## config.mk

```make
export PLATFORM = sky130hd
export DESIGN_NAME = fir_block_mean_filter_top
export DESIGN_NICKNAME = d
export VERILOG_FILES = /design/src/hw/rtl/fbmf_pkg.sv /design/src/hw/rtl/fir_block_mean_filter_top.sv
export SDC_FILE = /design/constraint.sdc
export NUM_CORES = 2
export LEC_CHECK = 0
export ABC_AREA = 1
export BUFFER_PORTS_ARGS = -buffer_cell sky130_fd_sc_hd__buf_2
export CELL_PAD_IN_SITES_DETAIL_PLACEMENT = 2
export CELL_PAD_IN_SITES_GLOBAL_PLACEMENT = 2
export CORE_MARGIN = 3
export CORE_UTILIZATION = 25
export CTS_CLUSTER_SIZE = 40
export DETAILED_ROUTE_END_ITERATION = 8
export PLACE_DENSITY = 0.56
export SKIP_LAST_GASP = 1
export SLEW_MARGIN = 20
export SYNTH_ARGS = -nofsm -noshare
export SYNTH_HDL_FRONTEND = slang
export SYNTH_SLANG_ARGS = --single-unit
```

## constraint.sdc

```tcl
create_clock -name clk -period 17.3 [get_ports clk]
set_clock_uncertainty 0.15 [all_clocks]
set_input_delay 0 -clock clk [delete_from_list [all_inputs] [get_ports clk]]
set_output_delay 0 -clock clk [all_outputs]
set_load 0.02 [all_outputs]
```

## src/hw/rtl/fbmf_pkg.sv

```systemverilog
// fbmf_pkg: shared constants, register indexes, reset values and sequencer states
// for the block-mean fir filter; no dependencies
`default_nettype none

package fbmf_pkg;

  localparam int SAMPLE_BITS      = 12;
  localparam int TAP_COUNT        = 10;
  localparam int COEF_REGS        = TAP_COUNT / 2;
  localparam int COEF_BITS        = 15;
  localparam int FRAC_BITS        = 15;
  localparam int MEAN_BITS        = 16;
  localparam int MEAN_FRAC        = 4;
  localparam int BLOCK_LENGTH_DEF = 10;
  localparam int CFG_IDX_BITS     = 3;

  typedef logic [COEF_BITS-1:0] coef_t;

  // register indexes on the configuration port
  localparam logic [CFG_IDX_BITS-1:0] CFG_COEF_OUTER  = 3'd0;
  localparam logic [CFG_IDX_BITS-1:0] CFG_COEF_SECOND = 3'd1;
  localparam logic [CFG_IDX_BITS-1:0] CFG_COEF_THIRD  = 3'd2;
  localparam logic [CFG_IDX_BITS-1:0] CFG_COEF_FOURTH = 3'd3;
  localparam logic [CFG_IDX_BITS-1:0] CFG_COEF_CENTER = 3'd4;

  localparam coef_t COEF_RESET [COEF_REGS] = '{
    15'd525, 15'd1237, 15'd3047, 15'd5112, 15'd6463
  };

  typedef enum logic [8:0] {
    ST_IDLE   = 9'b000000001,
    ST_MAC    = 9'b000000010,
    ST_ACC    = 9'b000000100,
    ST_ROUND  = 9'b000001000,
    ST_MEAN_A = 9'b000010000,
    ST_MEAN_B = 9'b000100000,
    ST_MEAN_C = 9'b001000000,
    ST_MEAN_D = 9'b010000000,
    ST_EMIT   = 9'b100000000
  } state_t;

endpackage

`default_nettype wire

```

## src/hw/rtl/fir_block_mean_filter_top.sv

```systemverilog
// fir_block_mean_filter_top: symmetric 10-tap low-pass fir with block means,
// built around one shared multiplier; depends on fbmf_pkg
//
//  channel | direction | handshake          | payload
//  --------+-----------+--------------------+--------------------------------------------
//  in      | in        | in_valid/in_stall  | in_sample
//  out     | out       | out_valid/out_stall| out_filtered_sample, out_block_done,
//          |           |                    | out_raw_mean, out_filtered_mean
//  cfg     | in        | cfg_valid/cfg_ready| cfg_index, cfg_data
//
// one sample runs from its transfer to the next possible transfer through five
// multiplies on the shared multiplier (one per mirrored coefficient pair),
// one drain add, one round/saturate, one output load and the idle state that
// takes the next transfer; a sample that closes a block takes 4 more steps, two
// reciprocal multiplies on the same multiplier plus two correction steps for
// the two means
// reset clears the delay line, the block count, both sums, the coefficients
// (to their defaults) and the output valid
// a finished result sits in the output register, so a stalled consumer holds
// only the output load step; the input is stalled whenever the sequencer is busy
`default_nettype none

module fir_block_mean_filter_top #(
  parameter int BLOCK_LENGTH = fbmf_pkg::BLOCK_LENGTH_DEF
) (
  input  wire logic                               clk,
  input  wire logic                               rst_n,
  // sample input
  input  wire logic                               in_valid,
  output      logic                               in_stall,
  input  wire logic [fbmf_pkg::SAMPLE_BITS-1:0]   in_sample,
  // results
  output      logic                               out_valid,
  input  wire logic                               out_stall,
  output      logic [fbmf_pkg::SAMPLE_BITS-1:0]   out_filtered_sample,
  output      logic                               out_block_done,
  output      logic [fbmf_pkg::MEAN_BITS-1:0]     out_raw_mean,
  output      logic [fbmf_pkg::MEAN_BITS-1:0]     out_filtered_mean,
  // coefficient writes
  input  wire logic                               cfg_valid,
  output      logic                               cfg_ready,
  input  wire logic [fbmf_pkg::CFG_IDX_BITS-1:0]  cfg_index,
  input  wire logic [fbmf_pkg::COEF_BITS-1:0]     cfg_data
);

  localparam int SB      = fbmf_pkg::SAMPLE_BITS;
  localparam int NTAP    = fbmf_pkg::TAP_COUNT;
  localparam int NCOEF   = fbmf_pkg::COEF_REGS;
  localparam int CB      = fbmf_pkg::COEF_BITS;
  localparam int FB      = fbmf_pkg::FRAC_BITS;
  localparam int MB      = fbmf_pkg::MEAN_BITS;
  localparam int MF      = fbmf_pkg::MEAN_FRAC;
  // pair sum of two mirrored taps
  localparam int PSUM_W  = SB + 1;
  // five pair products never overflow this
  localparam int ACC_W   = PSUM_W + CB + $clog2(NCOEF + 1);
  localparam int IDX_W   = $clog2(NCOEF);
  localparam int CNT_W   = (BLOCK_LENGTH > 1) ? $clog2(BLOCK_LENGTH) : 1;
  // block sums and the scaled mean dividend
  localparam int SUM_W   = $clog2(BLOCK_LENGTH * ((1 << SB) - 1) + 1);
  localparam int D_W     = SUM_W + MF;
  localparam int MUL_A_W = (D_W > PSUM_W) ? D_W : PSUM_W;
  localparam int MUL_B_W = (D_W + 1 > CB) ? D_W + 1 : CB;
  localparam int PROD_W  = MUL_A_W + MUL_B_W;
  localparam int QBL_W   = D_W + $clog2(BLOCK_LENGTH + 1);
  // floor(2^D_W / BLOCK_LENGTH); the quotient estimate is at most one low
  localparam longint unsigned RECIP_VAL = (64'd1 << D_W) / BLOCK_LENGTH;
  localparam logic [MUL_B_W-1:0] MEAN_RECIP = MUL_B_W'(RECIP_VAL);
  localparam logic [D_W-1:0]     HALF_BL    = D_W'(BLOCK_LENGTH / 2);

  fbmf_pkg::state_t state_r, state_nxt;

  fbmf_pkg::coef_t     coef_r [NCOEF];
  logic [SB-1:0]       delay_r [NTAP-1];
  logic [PSUM_W-1:0]   psum_r [NCOEF];
  logic [PSUM_W-1:0]   psum_nxt [NCOEF];
  logic [SB-1:0]       x_r;
  logic [IDX_W-1:0]    idx_r;
  logic [PROD_W-1:0]   prod_r;
  logic [ACC_W-1:0]    acc_r;
  logic [SB-1:0]       y_r;
  logic [CNT_W-1:0]    count_r;
  logic [SUM_W-1:0]    raw_sum_r;
  logic [SUM_W-1:0]    filt_sum_r;
  logic                block_end_r;
  logic [D_W-1:0]      q_r;
  logic [MB-1:0]       raw_mean_r;
  logic [MB-1:0]       filt_mean_r;

  logic                out_valid_r;
  logic [SB-1:0]       out_filt_r;
  logic                out_done_r;
  logic [MB-1:0]       out_raw_mean_r;
  logic [MB-1:0]       out_filt_mean_r;

  logic                in_xfer;
  logic                out_load;
  logic [MUL_A_W-1:0]  mul_a;
  logic [MUL_B_W-1:0]  mul_b;
  logic [ACC_W-1:0]    acc_rnd;
  logic [ACC_W-FB-1:0] y_full;
  logic [SB-1:0]       y_sat;
  logic [D_W-1:0]      d_raw;
  logic [D_W-1:0]      d_filt;
  logic [D_W-1:0]      d_fix;
  logic [QBL_W-1:0]    q_bl;
  logic [QBL_W-1:0]    rem;
  logic [D_W:0]        q_fix;
  logic [MB-1:0]       mean_sat;

  assign in_stall  = (state_r != fbmf_pkg::ST_IDLE);
  assign in_xfer   = in_valid && !in_stall;
  assign cfg_ready = 1'b1;
  // output register free, or being emptied this cycle
  assign out_load  = (state_r == fbmf_pkg::ST_EMIT) && (!out_valid_r || !out_stall);

  assign out_valid           = out_valid_r;
  assign out_filtered_sample = out_filt_r;
  assign out_block_done      = out_done_r;
  assign out_raw_mean        = out_raw_mean_r;
  assign out_filtered_mean   = out_filt_mean_r;

  // mirrored tap pairs: tap k plus tap 9-k, tap 0 is the arriving sample
  always_comb begin
    for (int k = 0; k < NCOEF; k++) begin
      if (k == 0) begin
        psum_nxt[k] = PSUM_W'(in_sample) + PSUM_W'(delay_r[NTAP-2]);
      end else begin
        psum_nxt[k] = PSUM_W'(delay_r[k-1]) + PSUM_W'(delay_r[NTAP-2-k]);
      end
    end
  end

  // shared multiplier operands
  always_comb begin
    unique case (state_r)
      fbmf_pkg::ST_MEAN_A: begin
        mul_a = MUL_A_W'(d_raw);
        mul_b = MEAN_RECIP;
      end
      fbmf_pkg::ST_MEAN_B: begin
        mul_a = MUL_A_W'(d_filt);
        mul_b = MEAN_RECIP;
      end
      default: begin
        mul_a = MUL_A_W'(psum_r[0]);
        mul_b = MUL_B_W'(coef_r[idx_r]);
      end
    endcase
  end

  // round half up, saturate to the sample range
  assign acc_rnd = acc_r + ACC_W'(1 << (FB - 1));
  assign y_full  = acc_rnd[ACC_W-1:FB];
  assign y_sat   = (y_full > (ACC_W-FB)'((1 << SB) - 1)) ? '1 : SB'(y_full);

  // mean dividends: 16 * sum + BLOCK_LENGTH / 2
  assign d_raw  = {raw_sum_r, MF'(0)} + HALF_BL;
  assign d_filt = {filt_sum_r, MF'(0)} + HALF_BL;

  // quotient correction: remainder below twice the divisor, one compare
  assign d_fix    = (state_r == fbmf_pkg::ST_MEAN_C) ? d_raw : d_filt;
  assign q_bl     = QBL_W'(q_r) * QBL_W'(BLOCK_LENGTH);
  assign rem      = QBL_W'(d_fix) - q_bl;
  assign q_fix    = (D_W+1)'(q_r) + (D_W+1)'(rem >= QBL_W'(BLOCK_LENGTH));
  assign mean_sat = (q_fix > (D_W+1)'((1 << MB) - 1)) ? '1 : MB'(q_fix);

  // sequencer
  always_comb begin
    state_nxt = state_r;
    unique case (state_r)
      fbmf_pkg::ST_IDLE: begin
        if (in_xfer) state_nxt = fbmf_pkg::ST_MAC;
      end
      fbmf_pkg::ST_MAC: begin
        if (idx_r == IDX_W'(NCOEF - 1)) state_nxt = fbmf_pkg::ST_ACC;
      end
      fbmf_pkg::ST_ACC:    state_nxt = fbmf_pkg::ST_ROUND;
      fbmf_pkg::ST_ROUND: begin
        if (count_r == CNT_W'(BLOCK_LENGTH - 1)) begin
          state_nxt = fbmf_pkg::ST_MEAN_A;
        end else begin
          state_nxt = fbmf_pkg::ST_EMIT;
        end
      end
      fbmf_pkg::ST_MEAN_A: state_nxt = fbmf_pkg::ST_MEAN_B;
      fbmf_pkg::ST_MEAN_B: state_nxt = fbmf_pkg::ST_MEAN_C;
      fbmf_pkg::ST_MEAN_C: state_nxt = fbmf_pkg::ST_MEAN_D;
      fbmf_pkg::ST_MEAN_D: state_nxt = fbmf_pkg::ST_EMIT;
      fbmf_pkg::ST_EMIT: begin
        if (out_load) state_nxt = fbmf_pkg::ST_IDLE;
      end
      default:             state_nxt = fbmf_pkg::ST_IDLE;
    endcase
  end

  // control and filter state
  always_ff @(posedge clk) begin
    if (!rst_n) begin
      state_r     <= fbmf_pkg::ST_IDLE;
      out_valid_r <= 1'b0;
      count_r     <= '0;
      raw_sum_r   <= '0;
      filt_sum_r  <= '0;
      for (int i = 0; i < NTAP - 1; i++) delay_r[i] <= '0;
      for (int i = 0; i < NCOEF; i++) coef_r[i] <= fbmf_pkg::COEF_RESET[i];
    end else begin
      state_r <= state_nxt;

      if (out_load) begin
        out_valid_r <= 1'b1;
      end else if (!out_stall) begin
        out_valid_r <= 1'b0;
      end

      if (cfg_valid && cfg_ready) begin
        unique case (cfg_index)
          fbmf_pkg::CFG_COEF_OUTER:  coef_r[0] <= cfg_data;
          fbmf_pkg::CFG_COEF_SECOND: coef_r[1] <= cfg_data;
          fbmf_pkg::CFG_COEF_THIRD:  coef_r[2] <= cfg_data;
          fbmf_pkg::CFG_COEF_FOURTH: coef_r[3] <= cfg_data;
          fbmf_pkg::CFG_COEF_CENTER: coef_r[4] <= cfg_data;
          default: ;
        endcase
      end

      if (state_r == fbmf_pkg::ST_ROUND) begin
        // shift the delay line, fold the sample into the block
        delay_r[0] <= x_r;
        for (int i = 1; i < NTAP - 1; i++) delay_r[i] <= delay_r[i-1];
        raw_sum_r  <= raw_sum_r + SUM_W'(x_r);
        filt_sum_r <= filt_sum_r + SUM_W'(y_sat);
        if (count_r == CNT_W'(BLOCK_LENGTH - 1)) begin
          count_r <= '0;
        end else begin
          count_r <= count_r + CNT_W'(1);
        end
      end

      if (state_r == fbmf_pkg::ST_MEAN_D) begin
        raw_sum_r  <= '0;
        filt_sum_r <= '0;
      end
    end
  end

  // datapath, no reset needed
  always_ff @(posedge clk) begin
    unique case (state_r)
      fbmf_pkg::ST_IDLE: begin
        if (in_xfer) begin
          x_r    <= in_sample;
          idx_r  <= '0;
          prod_r <= '0;
          acc_r  <= '0;
          for (int k = 0; k < NCOEF; k++) psum_r[k] <= psum_nxt[k];
        end
      end
      fbmf_pkg::ST_MAC: begin
        prod_r <= PROD_W'(mul_a) * PROD_W'(mul_b);
        acc_r  <= acc_r + ACC_W'(prod_r);
        idx_r  <= idx_r + IDX_W'(1);
        for (int k = 0; k < NCOEF - 1; k++) psum_r[k] <= psum_r[k+1];
      end
      fbmf_pkg::ST_ACC: begin
        acc_r <= acc_r + ACC_W'(prod_r);
      end
      fbmf_pkg::ST_ROUND: begin
        y_r         <= y_sat;
        block_end_r <= (count_r == CNT_W'(BLOCK_LENGTH - 1));
      end
      fbmf_pkg::ST_MEAN_A: begin
        prod_r <= PROD_W'(mul_a) * PROD_W'(mul_b);
      end
      fbmf_pkg::ST_MEAN_B: begin
        q_r    <= prod_r[D_W +: D_W];
        prod_r <= PROD_W'(mul_a) * PROD_W'(mul_b);
      end
      fbmf_pkg::ST_MEAN_C: begin
        raw_mean_r <= mean_sat;
        q_r        <= prod_r[D_W +: D_W];
      end
      fbmf_pkg::ST_MEAN_D: begin
        filt_mean_r <= mean_sat;
      end
      fbmf_pkg::ST_EMIT: begin
        if (out_load) begin
          out_filt_r      <= y_r;
          out_done_r      <= block_end_r;
          out_raw_mean_r  <= block_end_r ? raw_mean_r : '0;
          out_filt_mean_r <= block_end_r ? filt_mean_r : '0;
        end
      end
      default: ;
    endcase
  end

`ifndef SYNTH
  // a transfer always starts the multiply sequence
  a_xfer_starts_mac: assert property (@(posedge clk) disable iff (!rst_n)
    in_xfer |=> (state_r == fbmf_pkg::ST_MAC))
    else $error("sample transfer did not start the mac sequence");

  // block position never reaches the block length
  a_count_range: assert property (@(posedge clk) disable iff (!rst_n)
    count_r <= CNT_W'(BLOCK_LENGTH - 1))
    else $error("block count out of range");

  // means are zero on results that do not close a block
  a_means_zero: assert property (@(posedge clk) disable iff (!rst_n)
    (out_valid_r && !out_done_r) |-> (out_raw_mean_r == '0 && out_filt_mean_r == '0))
    else $error("nonzero mean outside a block end");

  // an output load always leaves a valid result
  a_load_valid: assert property (@(posedge clk) disable iff (!rst_n)
    out_load |=> out_valid_r)
    else $error("output load lost");

  // block sums are clear whenever a new block starts
  a_sums_clear: assert property (@(posedge clk) disable iff (!rst_n)
    (state_r == fbmf_pkg::ST_MEAN_D) |=> (raw_sum_r == '0 && filt_sum_r == '0))
    else $error("block sums not cleared at block end");
`endif

endmodule

`default_nettype wire
```

==> summary.txt <==
fin nets: 4932
initial antenna violation count: 1
DP Area: 39900 um^2
Hold WS: 0.0842 ns
die height: 391 um
GRT Total Usage: 16.5%
Multi-input gate area: 19900 um^2
layout cells sized above 1: 5.92%
post-route ant nets: 0
Vias: 28200
row count: 140
Inserted Clock Buffers: 67
f_max: 0.124 GHz
largest net degree at the start of global routing: 69
IO buf count: 81
sequential element share of the synthesized area: 38.1%
Die Footprint: 153000 um^2
hpwl dp: 98200 um
post-synthesis instance total: 4155
hold_sp: in_sample[1]
status: finished, final reports clean
Slew headroom: 27.7%
sequential cell area: 14100 um^2
flop2flop setup slack: 9.23 ns
Synth area leaders: edfxtp_1 (35%), fa_1 (15%), ha_1 (9.7%)
Pins Over Slew Limit: 0
cell accounting for the most synthesized area: edfxtp_1
Max Root-Sink Buffers: 3
design area: 42500 um^2
uppermost routed layer: met5
ys flop type: edfxtp_1
Hold EP: x_r[1]$_DFFE_PP_
critical path type: reg -> reg
final hold viol count: 0
Initial Utilization: 25.3%
terminus of the critical flop-to-flop path: prod_r[25]$_SDFFCE_PN0P_
Yosys top cell area share: 35.5%
Max FO, Critical Path: 31
Max-Cap Viols: 0
Setup crit end kind: flop
routed wl met3: 2960 um
fin crit share: 46.7%
WL final: 124000 um
routability cong.: 0.793
global-route wire length before repair: 193000 um
met1 WL: 55600 um
Syn Area/Cell: 8.93 um^2
Yosys reg bits: 487
slowest CP cell: nor2_1
Area Overhead vs Synth: 14.6%
Worst EP required: 17.53 ns
Pre-Repair DR Iteration Count: 5
Cell variety after synth: 60
routed length on met2: 62300 um
r2r worst-path depth: 26
chip width: 391 um
Slew @ Worst Pin: 1.07 ns
RSZ-0062 raised after global routing: false
Avg WL per Cell: 19.6 um
synthesis warning total: 0
Clock Sinks: 487
fill count: 16600
setup tns final: 0 ns
Post-CTS Resized: 0
DRC errors left: 0
drt initial violations: 942
I/O Pins: 83
Worst Path Buf+Inv: 6
critical path startpoint category: flop
Top delay family on crit path: adder cells
core area: 146000 um^2
hold path depth: 2
crit path time final: 8.07 ns
vias in the first global route: 32100
Max stage delay on crit path: 0.81 ns
Skew-Pair Late Insertion Delay: 0.66 ns
number of H-tree levels: 3
Worst Path Arrival: 8.31 ns
number of synthesized flops with an enable pin: 438
clock root cell: clkbuf_16
Hold Path Class: in -> reg
total gr overflow: 0
clock-pin slew on the worst setup and hold paths: 0.06 ns
DR vias/cell: 4.47
Final setup violation count: 0
share of flip-flops with an asynchronous set or reset: 0%
CP dominant cell by count: fa_1
synthesized cell area: 37100 um^2
CTS tree: built
-- cell type report --
cell class / instances / area share, %
multi-input cells: 2863 / 46.8
well taps: 1917 / 5.64
clock inverters: 26 / 0.550
clock buffers: 97 / 4.43
repair buffers: 155 / 2.55
flip-flops and latches: 487 / 33.2
diodes: 1 / 0.00589
inverters: 765 / 6.76
-- synthesized netlist by cell type, types with 2 or more instances --
library cell,number
nor3_2,3
clkbuf_1,38
o21a_1,10
o21ai_0,176
a211oi_1,4
nor2_1,424
nor4_1,6
or2_2,12
xnor2_1,44
and3_1,3
nor2_2,5
o21bai_1,18
o22ai_2,2
ha_1,287
a21oi_1,268
nor3_1,41
nand2_1,860
a21o_1,13
a32o_1,8
nand3_1,157
o22ai_1,20
buf_4,9
buf_6,3
fa_1,271
edfxtp_1,438
conb_1,2
nand3b_1,18
inv_2,14
o2111ai_1,4
o211ai_1,9
a31oi_1,4
inv_1,749
nand2_2,6
a21oi_2,4
a21boi_0,7
buf_2,35
buf_1,8
xor2_1,66
o221ai_1,7
dfxtp_1,49
o21ai_1,5
nand4_1,30
-- stage by stage --
| stage | utilization, % | cells | setup WS, ns |
|---|---|---|---|
| final | 29.0 | 6311 | 9.23 |
| after global routing | 29.0 | 6310 | 8.51 |
| after CTS | 29.0 | 6310 | 9.14 |
| after detailed placement | 27.2 | 6138 | 9.20 |
| after global placement | 27.2 | 6138 | 9.32 |
| after floorplan | - | 4208 | 10.90 |
-- worst max-delay path by stage --
stage / endpoint / slack, ns / cells past startpoint
final: prod_r[25]$_SDFFCE_PN0P_ / 9.23 / 26
after global routing: prod_r[25]$_SDFFCE_PN0P_ / 8.51 / 26
after CTS: prod_r[25]$_SDFFCE_PN0P_ / 9.14 / 26
after detailed placement: prod_r[22]$_SDFFCE_PN0P_ / 9.20 / 24
after global placement: prod_r[25]$_SDFFCE_PN0P_ / 9.32 / 25
after floorplan: prod_r[25]$_SDFFCE_PN0P_ / 10.90 / 29
-- sequential cells by signal, indices dropped and copies added, names as in the netlist, 17 cells and up, named ones only --
name and count:
q_r 17, prod_r 37, psum_r 65, acc_r 31
coef_r 75, delay_r 108
-- metal layers --
layer | vias to the layer above | GRT usage (%)
li1 | 13700 | -
met1 | 14100 | 20.7
met2 | 265 | 29.8
met3 | 127 | 1.90
met4 | 2 | 4.42
met5 | - | 0
-- cells in the final DEF (no fill, tap or decap), types with 14 or more instances in the layout --
cell	n
a21oi_1	267
buf_2	81
buf_4	25
clkbuf_1	25
clkbuf_16	71
conb_1	55
dfxtp_1	49
dlygate4sd3_1	49
edfxtp_1	438
fa_1	271
ha_1	287
inv_1	749
inv_2	14
nand2_1	859
nand3_1	157
nand3b_1	18
nand4_1	30
nor2_1	422
nor3_1	41
o21ai_0	173
o21bai_1	18
o22ai_1	20
xnor2_1	44
xor2_1	66
-- worst reg2reg max path, cell delays in order, from the launching register on --
cell and delay (ns):
dfxtp_1 0.30, buf_4 0.23, inv_1 0.73, nor2_1 0.11, o221ai_1 0.22, o21ai_0 0.16, nor2_1 0.81, nand2_1 0.18
fa_1 0.55, inv_1 0.07, fa_1 0.56, fa_1 0.44, fa_1 0.51, inv_1 0.06, fa_1 0.52, inv_1 0.05
fa_1 0.49, ha_1 0.39, nand2_1 0.12, nor2_1 0.22, nand2_1 0.07, o21ai_0 0.47, nand3_1 0.14, nand2_1 0.11
nand2_1 0.05, inv_1 0.06, nor2_1 0.04
-- logic make-up (layout without fill, tap and decap cells) --
| family | Yosys count | in the layout | synth area share, % |
|---|---|---|---|
| fa+ha+maj | 558 | 558 | 24.3 |
| simple gates | 1575 | 1575 | 17.5 |
| other cells | 2 | 56 | 0.0202 |
| compound gates | 565 | 565 | 8.48 |
| xor+xnor | 110 | 110 | 2.60 |
| flops | 487 | 487 | 38.1 |
| buf+inv | 858 | 1043 | 8.96 |
-- timing repair --
action | in CTS | in global routing
hold buffers | 49 | 0
buffers inserted | 0 | 0
hold endpoints to repair | 155 | 0
Power is left out: the tool's default activity adds up to more than one toggle a clock period on the data nets, which glitch-free logic cannot reach.
